==> src/sv/idfp_pkg.sv <==
// ----------------------------------------------------------------------------
// idfp_pkg
// Types, character codes and result builders for the line parser.
// ----------------------------------------------------------------------------
package idfp_pkg;

    localparam logic [7:0] CH_COMMA = 8'h2C;
    localparam logic [7:0] CH_LF    = 8'h0A;
    localparam logic [7:0] CH_CR    = 8'h0D;
    localparam logic [7:0] CH_ZERO  = 8'h30;
    localparam logic [7:0] CH_NINE  = 8'h39;
    localparam logic [7:0] CH_SPACE = 8'h20;
    localparam logic [7:0] CH_TAB   = 8'h09;
    localparam logic [7:0] CH_VT    = 8'h0B;
    localparam logic [7:0] CH_FF    = 8'h0C;

    localparam logic [7:0] FIELD_COUNT_RESET   = 8'd3;
    localparam logic [7:0] MAX_ID_LENGTH_RESET = 8'd16;

    typedef enum logic {
        REG_FIELD_COUNT   = 1'b0,
        REG_MAX_ID_LENGTH = 1'b1
    } reg_index_t;

    typedef enum logic [1:0] {
        KIND_CHAR   = 2'd0,
        KIND_FIELD  = 2'd1,
        KIND_STATUS = 2'd2
    } kind_t;

    typedef enum logic [2:0] {
        ST_VALID       = 3'd0,
        ST_EMPTY_LINE  = 3'd1,
        ST_ID_SPACE    = 3'd2,
        ST_EMPTY_FIELD = 3'd3,
        ST_TOO_MANY    = 3'd4,
        ST_NON_DIGIT   = 3'd5,
        ST_WRONG_COUNT = 3'd6
    } status_t;

    typedef struct packed {
        logic [7:0] in_byte;
        logic       end_of_stream;
    } in_item_t;

    typedef struct packed {
        kind_t       kind;
        logic [7:0]  position;
        logic [7:0]  char_out;
        logic [31:0] field_value;
        status_t     status;
        logic        last;
    } out_item_t;

    // Results of one item: up to two, the first is shown first.
    typedef struct packed {
        out_item_t  r0;
        out_item_t  r1;
        logic [1:0] count;
    } res_pair_t;

    typedef struct packed {
        logic       in_fields;
        logic [7:0] id_length;
        logic [7:0] field_index;
        logic       digit_seen;
        logic       skip_next;
    } parse_state_t;

    function automatic out_item_t make_char(input logic [7:0] pos, input logic [7:0] ch);
        out_item_t r;
        r = '0;
        r.kind = KIND_CHAR;
        r.position = pos;
        r.char_out = ch;
        return r;
    endfunction

    function automatic out_item_t make_field(input logic [7:0] pos,
                                             input logic [31:0] val);
        out_item_t r;
        r = '0;
        r.kind = KIND_FIELD;
        r.position = pos;
        r.field_value = val;
        return r;
    endfunction

    function automatic out_item_t make_status(input status_t st);
        out_item_t r;
        r = '0;
        r.kind = KIND_STATUS;
        r.status = st;
        return r;
    endfunction

endpackage

==> src/sv/idfp_step.sv <==
// ----------------------------------------------------------------------------
// idfp_step
// Combinational parse step: one character against the parser state, giving
// the next state and up to two results.
// ----------------------------------------------------------------------------
module idfp_step #(
    parameter int VALUE_WIDTH = 32
) (
    input  idfp_pkg::in_item_t     item,
    input  idfp_pkg::parse_state_t st,
    input  logic [VALUE_WIDTH-1:0] acc,
    input  logic [7:0]             field_count,
    input  logic [7:0]             max_id_length,
    output idfp_pkg::parse_state_t st_next,
    output logic [VALUE_WIDTH-1:0] acc_next,
    output idfp_pkg::res_pair_t    res
);
    import idfp_pkg::*;

    logic [7:0]             b;
    logic                   eos;
    logic                   line_end;
    logic                   is_space;
    logic                   is_digit;
    logic [3:0]             digit;
    logic [VALUE_WIDTH+3:0] acc_ext;
    logic [VALUE_WIDTH+3:0] acc_mac;
    logic [31:0]            acc32;
    logic [8:0]             fi_plus1;
    logic [8:0]             fc_ext;
    logic                   clear;
    status_t                end_status;

    assign b        = item.in_byte;
    assign eos      = item.end_of_stream;
    assign line_end = eos || b == CH_LF || b == CH_CR;
    assign is_space = b == CH_SPACE || b == CH_TAB || b == CH_VT || b == CH_FF;
    assign is_digit = b >= CH_ZERO && b <= CH_NINE;
    assign digit    = 4'(b - CH_ZERO);
    assign acc32    = 32'(acc);
    assign fi_plus1 = {1'b0, st.field_index} + 9'd1;
    assign fc_ext   = {1'b0, field_count};

    // Times ten plus digit; any bit above the value width means saturation.
    assign acc_ext = {4'd0, acc};
    assign acc_mac = (acc_ext << 3) + (acc_ext << 1) + {{VALUE_WIDTH{1'b0}}, digit};

    always_comb begin
        priority if (st.in_fields && !st.digit_seen) begin
            end_status = ST_EMPTY_FIELD;
        end else if ((st.id_length == 8'd0 && st.field_index != 8'd0) ||
                     (st.id_length != 8'd0 && fi_plus1 != fc_ext)) begin
            end_status = ST_WRONG_COUNT;
        end else if (st.id_length == 8'd0) begin
            end_status = ST_EMPTY_LINE;
        end else begin
            end_status = ST_VALID;
        end
    end

    always_comb begin
        st_next  = st;
        acc_next = acc;
        res      = '0;
        clear    = 1'b0;
        st_next.skip_next = 1'b0;
        priority if (st.skip_next && !eos) begin
            // The byte after a CR line end is swallowed, unless it is an end-of-stream mark.
        end else if (line_end) begin
            clear = 1'b1;
            st_next.skip_next = !eos && b == CH_CR;
            if (st.in_fields && st.digit_seen) begin
                res.r0    = make_field(st.field_index, acc32);
                res.r1    = make_status(end_status);
                res.count = 2'd2;
            end else begin
                res.r0    = make_status(end_status);
                res.count = 2'd1;
            end
        end else if (!st.in_fields) begin
            priority if (b == CH_COMMA) begin
                st_next.in_fields = 1'b1;
            end else if (is_space) begin
                clear     = 1'b1;
                res.r0    = make_status(ST_ID_SPACE);
                res.count = 2'd1;
            end else if (st.id_length < max_id_length) begin
                res.r0            = make_char(st.id_length, b);
                res.count         = 2'd1;
                st_next.id_length = st.id_length + 8'd1;
            end else begin
                // Characters past the configured id length are dropped.
            end
        end else if (b == CH_COMMA) begin
            if (!st.digit_seen) begin
                clear     = 1'b1;
                res.r0    = make_status(ST_EMPTY_FIELD);
                res.count = 2'd1;
            end else if (fi_plus1 >= fc_ext) begin
                clear     = 1'b1;
                res.r0    = make_field(st.field_index, acc32);
                res.r1    = make_status(ST_TOO_MANY);
                res.count = 2'd2;
            end else begin
                res.r0              = make_field(st.field_index, acc32);
                res.count           = 2'd1;
                st_next.field_index = fi_plus1[7:0];
                st_next.digit_seen  = 1'b0;
                acc_next            = '0;
            end
        end else if (is_digit) begin
            acc_next = (acc_mac[VALUE_WIDTH+3:VALUE_WIDTH] != 4'd0) ? '1 :
                       acc_mac[VALUE_WIDTH-1:0];
            st_next.digit_seen = 1'b1;
        end else begin
            clear     = 1'b1;
            res.r0    = make_status(ST_NON_DIGIT);
            res.count = 2'd1;
        end

        if (clear) begin
            st_next.in_fields   = 1'b0;
            st_next.id_length   = 8'd0;
            st_next.field_index = 8'd0;
            st_next.digit_seen  = 1'b0;
            acc_next            = '0;
        end

        if (res.count == 2'd2) begin
            res.r1.last = 1'b1;
        end else if (res.count == 2'd1) begin
            res.r0.last = 1'b1;
        end
    end

endmodule

==> src/sv/idfp_outbuf.sv <==
// ----------------------------------------------------------------------------
// idfp_outbuf
// Two-entry result register that presents the results of one item in order.
// ----------------------------------------------------------------------------
module idfp_outbuf (
    input  logic                 aclk,
    input  logic                 aresetn,
    input  logic                 load,
    input  idfp_pkg::res_pair_t  res,
    output logic                 free,
    output logic                 m_valid,
    input  logic                 m_ready,
    output idfp_pkg::out_item_t  m_item
);
    import idfp_pkg::*;

    out_item_t  slot0_reg;
    out_item_t  slot1_reg;
    logic [1:0] cnt_reg;
    logic [1:0] cnt_next;

    // Free when nothing will be left after this cycle's hand-over.
    assign free    = cnt_reg == 2'd0 || (cnt_reg == 2'd1 && m_ready);
    assign m_valid = cnt_reg != 2'd0;
    assign m_item  = slot0_reg;

    always_comb begin
        cnt_next = cnt_reg;
        if (load) begin
            cnt_next = res.count;
        end else if (m_valid && m_ready) begin
            cnt_next = cnt_reg - 2'd1;
        end
    end

    always_ff @(posedge aclk) begin
        if (!aresetn) begin
            cnt_reg <= 2'd0;
        end else begin
            cnt_reg <= cnt_next;
        end
    end

    always_ff @(posedge aclk) begin
        if (load) begin
            slot0_reg <= res.r0;
            slot1_reg <= res.r1;
        end else if (m_valid && m_ready) begin
            slot0_reg <= slot1_reg;
        end
    end

endmodule

==> src/sv/id_and_decimal_field_line_parser.sv <==
// ----------------------------------------------------------------------------
// id_and_decimal_field_line_parser
// Parses id,value,value,... lines one character per item and reports id
// characters, decimal field values and a status for every entry.
// ----------------------------------------------------------------------------
//  Channel  | Ports                       | Moves
//  ---------+-----------------------------+----------------------------------
//  input    | s_valid, s_ready, s_item    | one character or end of stream
//  result   | m_valid, m_ready, m_item    | id char, field value or status
//  config   | cfg_we, cfg_index, cfg_wdata| field count, max id length
//
// An item is registered on entry and parsed once the two-entry result
// register can take its results: one item per cycle while the result
// side keeps up; an item with two results holds it until the second is
// taken. Reset clears the parser state and the result register and loads
// the register defaults. A stall on the result side backs up into s_ready.
// ----------------------------------------------------------------------------
module id_and_decimal_field_line_parser #(
    parameter int VALUE_WIDTH = 32
) (
    input  logic                aclk,
    input  logic                aresetn,
    input  logic                s_valid,
    output logic                s_ready,
    input  idfp_pkg::in_item_t  s_item,
    output logic                m_valid,
    input  logic                m_ready,
    output idfp_pkg::out_item_t m_item,
    input  logic                cfg_we,
    input  logic                cfg_index,
    input  logic [7:0]          cfg_wdata
);
    import idfp_pkg::*;

    in_item_t               in_item_reg;
    logic                   in_vld_reg;
    parse_state_t           st_reg;
    parse_state_t           st_next;
    logic [VALUE_WIDTH-1:0] acc_reg;
    logic [VALUE_WIDTH-1:0] acc_next;
    logic [7:0]             field_count_reg;
    logic [7:0]             max_id_length_reg;
    res_pair_t              res;
    logic                   out_free;
    logic                   adv;

    assign adv     = in_vld_reg && out_free;
    assign s_ready = !in_vld_reg || out_free;

    always_ff @(posedge aclk) begin
        if (!aresetn) begin
            in_vld_reg <= 1'b0;
        end else if (s_valid && s_ready) begin
            in_vld_reg <= 1'b1;
        end else if (adv) begin
            in_vld_reg <= 1'b0;
        end
    end

    always_ff @(posedge aclk) begin
        if (s_valid && s_ready) begin
            in_item_reg <= s_item;
        end
    end

    always_ff @(posedge aclk) begin
        if (!aresetn) begin
            st_reg  <= '0;
            acc_reg <= '0;
        end else if (adv) begin
            st_reg  <= st_next;
            acc_reg <= acc_next;
        end
    end

    always_ff @(posedge aclk) begin
        if (!aresetn) begin
            field_count_reg   <= FIELD_COUNT_RESET;
            max_id_length_reg <= MAX_ID_LENGTH_RESET;
        end else if (cfg_we) begin
            unique case (reg_index_t'(cfg_index))
                REG_FIELD_COUNT:   field_count_reg   <= cfg_wdata;
                REG_MAX_ID_LENGTH: max_id_length_reg <= cfg_wdata;
                default: ;
            endcase
        end
    end

    idfp_step #(
        .VALUE_WIDTH(VALUE_WIDTH)
    ) u_step (
        .item         (in_item_reg),
        .st           (st_reg),
        .acc          (acc_reg),
        .field_count  (field_count_reg),
        .max_id_length(max_id_length_reg),
        .st_next      (st_next),
        .acc_next     (acc_next),
        .res          (res)
    );

    idfp_outbuf u_outbuf (
        .aclk   (aclk),
        .aresetn(aresetn),
        .load   (adv),
        .res    (res),
        .free   (out_free),
        .m_valid(m_valid),
        .m_ready(m_ready),
        .m_item (m_item)
    );

endmodule

==> config.mk <==
export PLATFORM = sky130hd
export DESIGN_NAME = id_and_decimal_field_line_parser
export DESIGN_NICKNAME = d
export VERILOG_FILES = /design/src/sv/idfp_pkg.sv /design/src/sv/idfp_step.sv /design/src/sv/idfp_outbuf.sv /design/src/sv/id_and_decimal_field_line_parser.sv
export SDC_FILE = /design/constraint.sdc
export NUM_CORES = 1
export LEC_CHECK = 0
export ABC_AREA = 1
export BUFFER_PORTS_ARGS = -buffer_cell sky130_fd_sc_hd__buf_4
export CAP_MARGIN = 10
export CORE_AREA = 5 5 159 161
export CTS_CLUSTER_SIZE = 12
export DETAILED_ROUTE_END_ITERATION = 7
export DIE_AREA = 0 0 164 166
export GPL_ROUTABILITY_DRIVEN = 0
export HOLD_SLACK_MARGIN = 0.08
export PLACE_DENSITY = 0.66
export SKIP_LAST_GASP = 1
export SLEW_MARGIN = 20
export SYNTH_ARGS = -nofsm -noshare
export SYNTH_HDL_FRONTEND = slang
export SYNTH_SLANG_ARGS = --single-unit
==> constraint.sdc <==
create_clock -name aclk -period 4 [get_ports aclk]
set_input_delay 0.4 -clock aclk [delete_from_list [all_inputs] [get_ports aclk]]
set_output_delay 0.4 -clock aclk [all_outputs]
set_load 0.05 [all_outputs]
==> impl_results.md <==
- Final core occ: a little under half
- Drt initial violations: about 500
- TritonCTS Buffers: 17
- FMAX: 0.302 GHz
- CP max FO: 25
- Skew final: slightly above 0.01 ns
- Total Wirelength: approximately 23 mm
- Part of the power in registers: a little over a third
- Flop-to-flop setup slack: slightly below 0.7 ns
- Clk pin slew, worst setup/hold paths: approximately 0.06 ns
- CTS Sinks: approximately 140
- Worst Hold Depth: 1
- Max reg flops: between 50 and 60
- Ys Warns: 0
- Clock Latency Late Sink: 0.42 ns
- Worst Hold End: in_item_reg[7]
- Pint: 3.50 mW
- H-Tree Depth: 4
- Clock root buffer: clkbuf_16
- MaxCap Viol Count: 0
- Netlist Area Pre-Place: 9360 sq um
- Hpwl dp: between 15 and 20 mm
- Hold_ws: 0.159 ns
- Reg2Reg Depth: 17
- CP Launch Type: register
- Static Leak: around 5.2 nW
- Synthesized flop and latch total: 138
- Kind of critical path: reg -> reg
- Starting Density: about two fifths
- Endpoints failing hold: 0
- Max clock buf depth: 2
- Layout cell share with drive strength beyond 1: between 10% and 20%
- Final Non-Filler Cells: approximately 1700
- Port Buffers: between 70 and 80
- Critical Path RT: 4.26 ns
- Area delta synth->final: 15.9%
- Period utilisation layout: roughly 83%
- Largest net degree at the start of global routing: 41
- Sw Pwr: approximately 2.3 mW
- Synth Area per Inst: ~7.4 sq um
- Syn nets: ~1400
- Status: finished clean
- Gate Count Post-Synth: 1258
- DIE AREA: between 20000 and 30000 sq um
- Commonest cells in the netlist: nand2_1 (337), inv_1 (188), nor2_1 (140), ha_1 (84), nand3_1 (73)
- Most common cell in the netlist: nand2_1
- Register area: approximately 3400 sq um
- Hold crit path type: in -> reg
- Share of total power in the clock network: 28.6%
- Largest cells by area after synthesis: edfxtp_1 (22%), dfxtp_1 (15%), nand2_1 (14%)
- Placed Instances: between 1500 and 2000
- Setup TNS: 0 ns
- Worst vdd ir: 0.000293 V
- Placed inst area: slightly above 10000 sq um
- Detailed Routing Iterations Pass 1: 6
- Top cell type's share of synthesized area: 21.8%
- Nets: ~1400
- Via count normalized by instance count: 4.91
- Rows: 57
- Final setup viols: 0
- Core Box Area: roughly 24000 sq um
- Fill count: between 2000 and 2500
- Post-synth ARST share: 0%
- Relative slew slack: slightly below 30%
- Setup crit end kind: register
- Combinational Power Share: 36.2%
- Wirelength per Cell: about 14 um
- Top Ports: about 80
- HP Start: s_item[7]
- Sw Ratio: between 40 and 50%
- Vias in the first global route: 7899
- Via count: 8180
- RR Startpoint: in_item_reg[4]
- Global-route wire length before repair: between 30 and 40 mm
- Antenna-violating nets left: 0
- Worst slew pin tran: between 1 and 1.5 ns
- Slew Viols, Final: 0
- Post-Layout Inst Area: around 11000 sq um
- Gr usage total: approximately 17%
- Number of synthesized flops with an enable pin: 68
- RSZ-0062 raised after global routing: no
- Initial antenna violation count: 0
- Final min period: 3.31 ns
- Die height: 166 um
- Post-CTS setup buffers: 0
- Antenna diodes: 0
- TritonCTS clock tree: built
- CP Data Arrival Time: 3.58 ns
- Remaining DRCs: 0
- Post-CTS sizing: 0
- Post-synthesis sequential area ratio: 36.8%
- Area leader, netlist: edfxtp_1
- Netlist cell types: between 40 and 50
- Multi-input logic area: roughly 5000 sq um
- RR Endpoint: acc_reg[5]
- Ys flop type: dfxtp_1
- Die width: around 160 um
- Hold-fix buffers, CTS: 0
- Pwr Density: 538 nW/um^2
- Overflow after GRT: 0
[how the worst max path moves through the flow]
stage	from	to	slack, ns	cells past startpoint
floorplan	u_outbuf.cnt_reg[0]	u_outbuf.cnt_reg[1]	1.17	9
global placement	in_item_reg[4]	acc_reg[9]	0.82	17
detailed placement	in_item_reg[4]	acc_reg[9]	0.69	17
CTS	in_item_reg[4]	acc_reg[7]	0.70	17
global route	in_item_reg[4]	acc_reg[20]	0.40	17
finish	in_item_reg[4]	acc_reg[5]	0.69	17
[power by group through the flow]
stage / sequential [mW] / clock [mW] / combinational, mW
floorplan: 2.82 / 0 / 0.775
global placement: 2.09 / 0 / 2.10
detailed placement: 2.09 / 0 / 2.12
CTS: 2.06 / 1.70 / 2.13
global route: 2.10 / 1.76 / 2.27
finish: 2.06 / 1.67 / 2.11
[kinds of logic (layout without fill, tap and decap cells)]
| kind of cell | after synthesis | after routing | synth area share (%) |
|---|---|---|---|
| AND/OR/NAND/NOR | 616 | 616 | 28.5 |
| buffers and inverters | 225 | 310 | 9.80 |
| AO/OA/AOI/OAI | 163 | 163 | 10.5 |
| flip-flops | 138 | 138 | 36.8 |
| adder cells (fa/ha/maj) | 86 | 86 | 11.7 |
| XOR/XNOR | 30 | 30 | 2.81 |
[cells in the final DEF, fill, tap and decap left out, types with 4 or more instances in the layout]
| cell | n |
|---|---|
| nand2_1 | 336 |
| inv_1 | 187 |
| nor2_1 | 140 |
| ha_1 | 84 |
| buf_4 | 81 |
| nand3_1 | 73 |
| dfxtp_1 | 70 |
| edfxtp_1 | 68 |
| a21oi_1 | 61 |
| o21ai_0 | 44 |
| a21oi_2 | 30 |
| clkbuf_16 | 21 |
| xnor2_1 | 17 |
| nand4_1 | 15 |
| xor2_1 | 13 |
| nor3_1 | 12 |
| nand2_2 | 8 |
| inv_2 | 8 |
| nor2_2 | 5 |
| nand3b_1 | 5 |
| o21ai_1 | 5 |
| o21a_1 | 4 |
| o21bai_1 | 4 |
| nand2_4 | 4 |
| o22ai_1 | 4 |
[layer usage]
layer | global-route usage (%) | part of all wire, %
met3 | 2.88 | 3.6
met5 | 0 | 0
met1 | 21.3 | 43
met4 | 4.92 | 2.0
met2 | 31.5 | 51
[worst max-delay path, stage by stage (launching register included)]
cell and delay, ns:
edfxtp_1 0.50, fa_1 0.56, fa_1 0.48, nand2_1 0.09, nand2_1 0.10, nand3_1 0.15
nand2_1 0.10, nand2_1 0.08, nand2_1 0.11, nand2_1 0.10, nand2_1 0.05, nand2_1 0.06
nand2_1 0.08, nor2_4 0.24, buf_12 0.22, nand3_1 0.09, nand2_1 0.09, a21oi_2 0.05
[through the flow]
stage          worst slack [ns]  power [mW]
2_1_floorplan              1.17        3.60
6_report                  0.685        5.84
3_3_place_gp              0.818        4.18
4_1_cts                   0.695        5.89
3_5_place_dp              0.690        4.21
5_1_grt                   0.404        6.13
[final cells by class]
cell class                      count  share of cell area [%]
Clock buffer                       25                    5.20
Clock inverter                      7                   0.623
Inverter                          196                    6.78
Multi-Input combinational cell    895                    46.1
Sequential cell                   138                    31.7
Tap cell                          324                    3.74
Timing Repair Buffer               82                    5.79
Power figures use the tool's default switching activity.
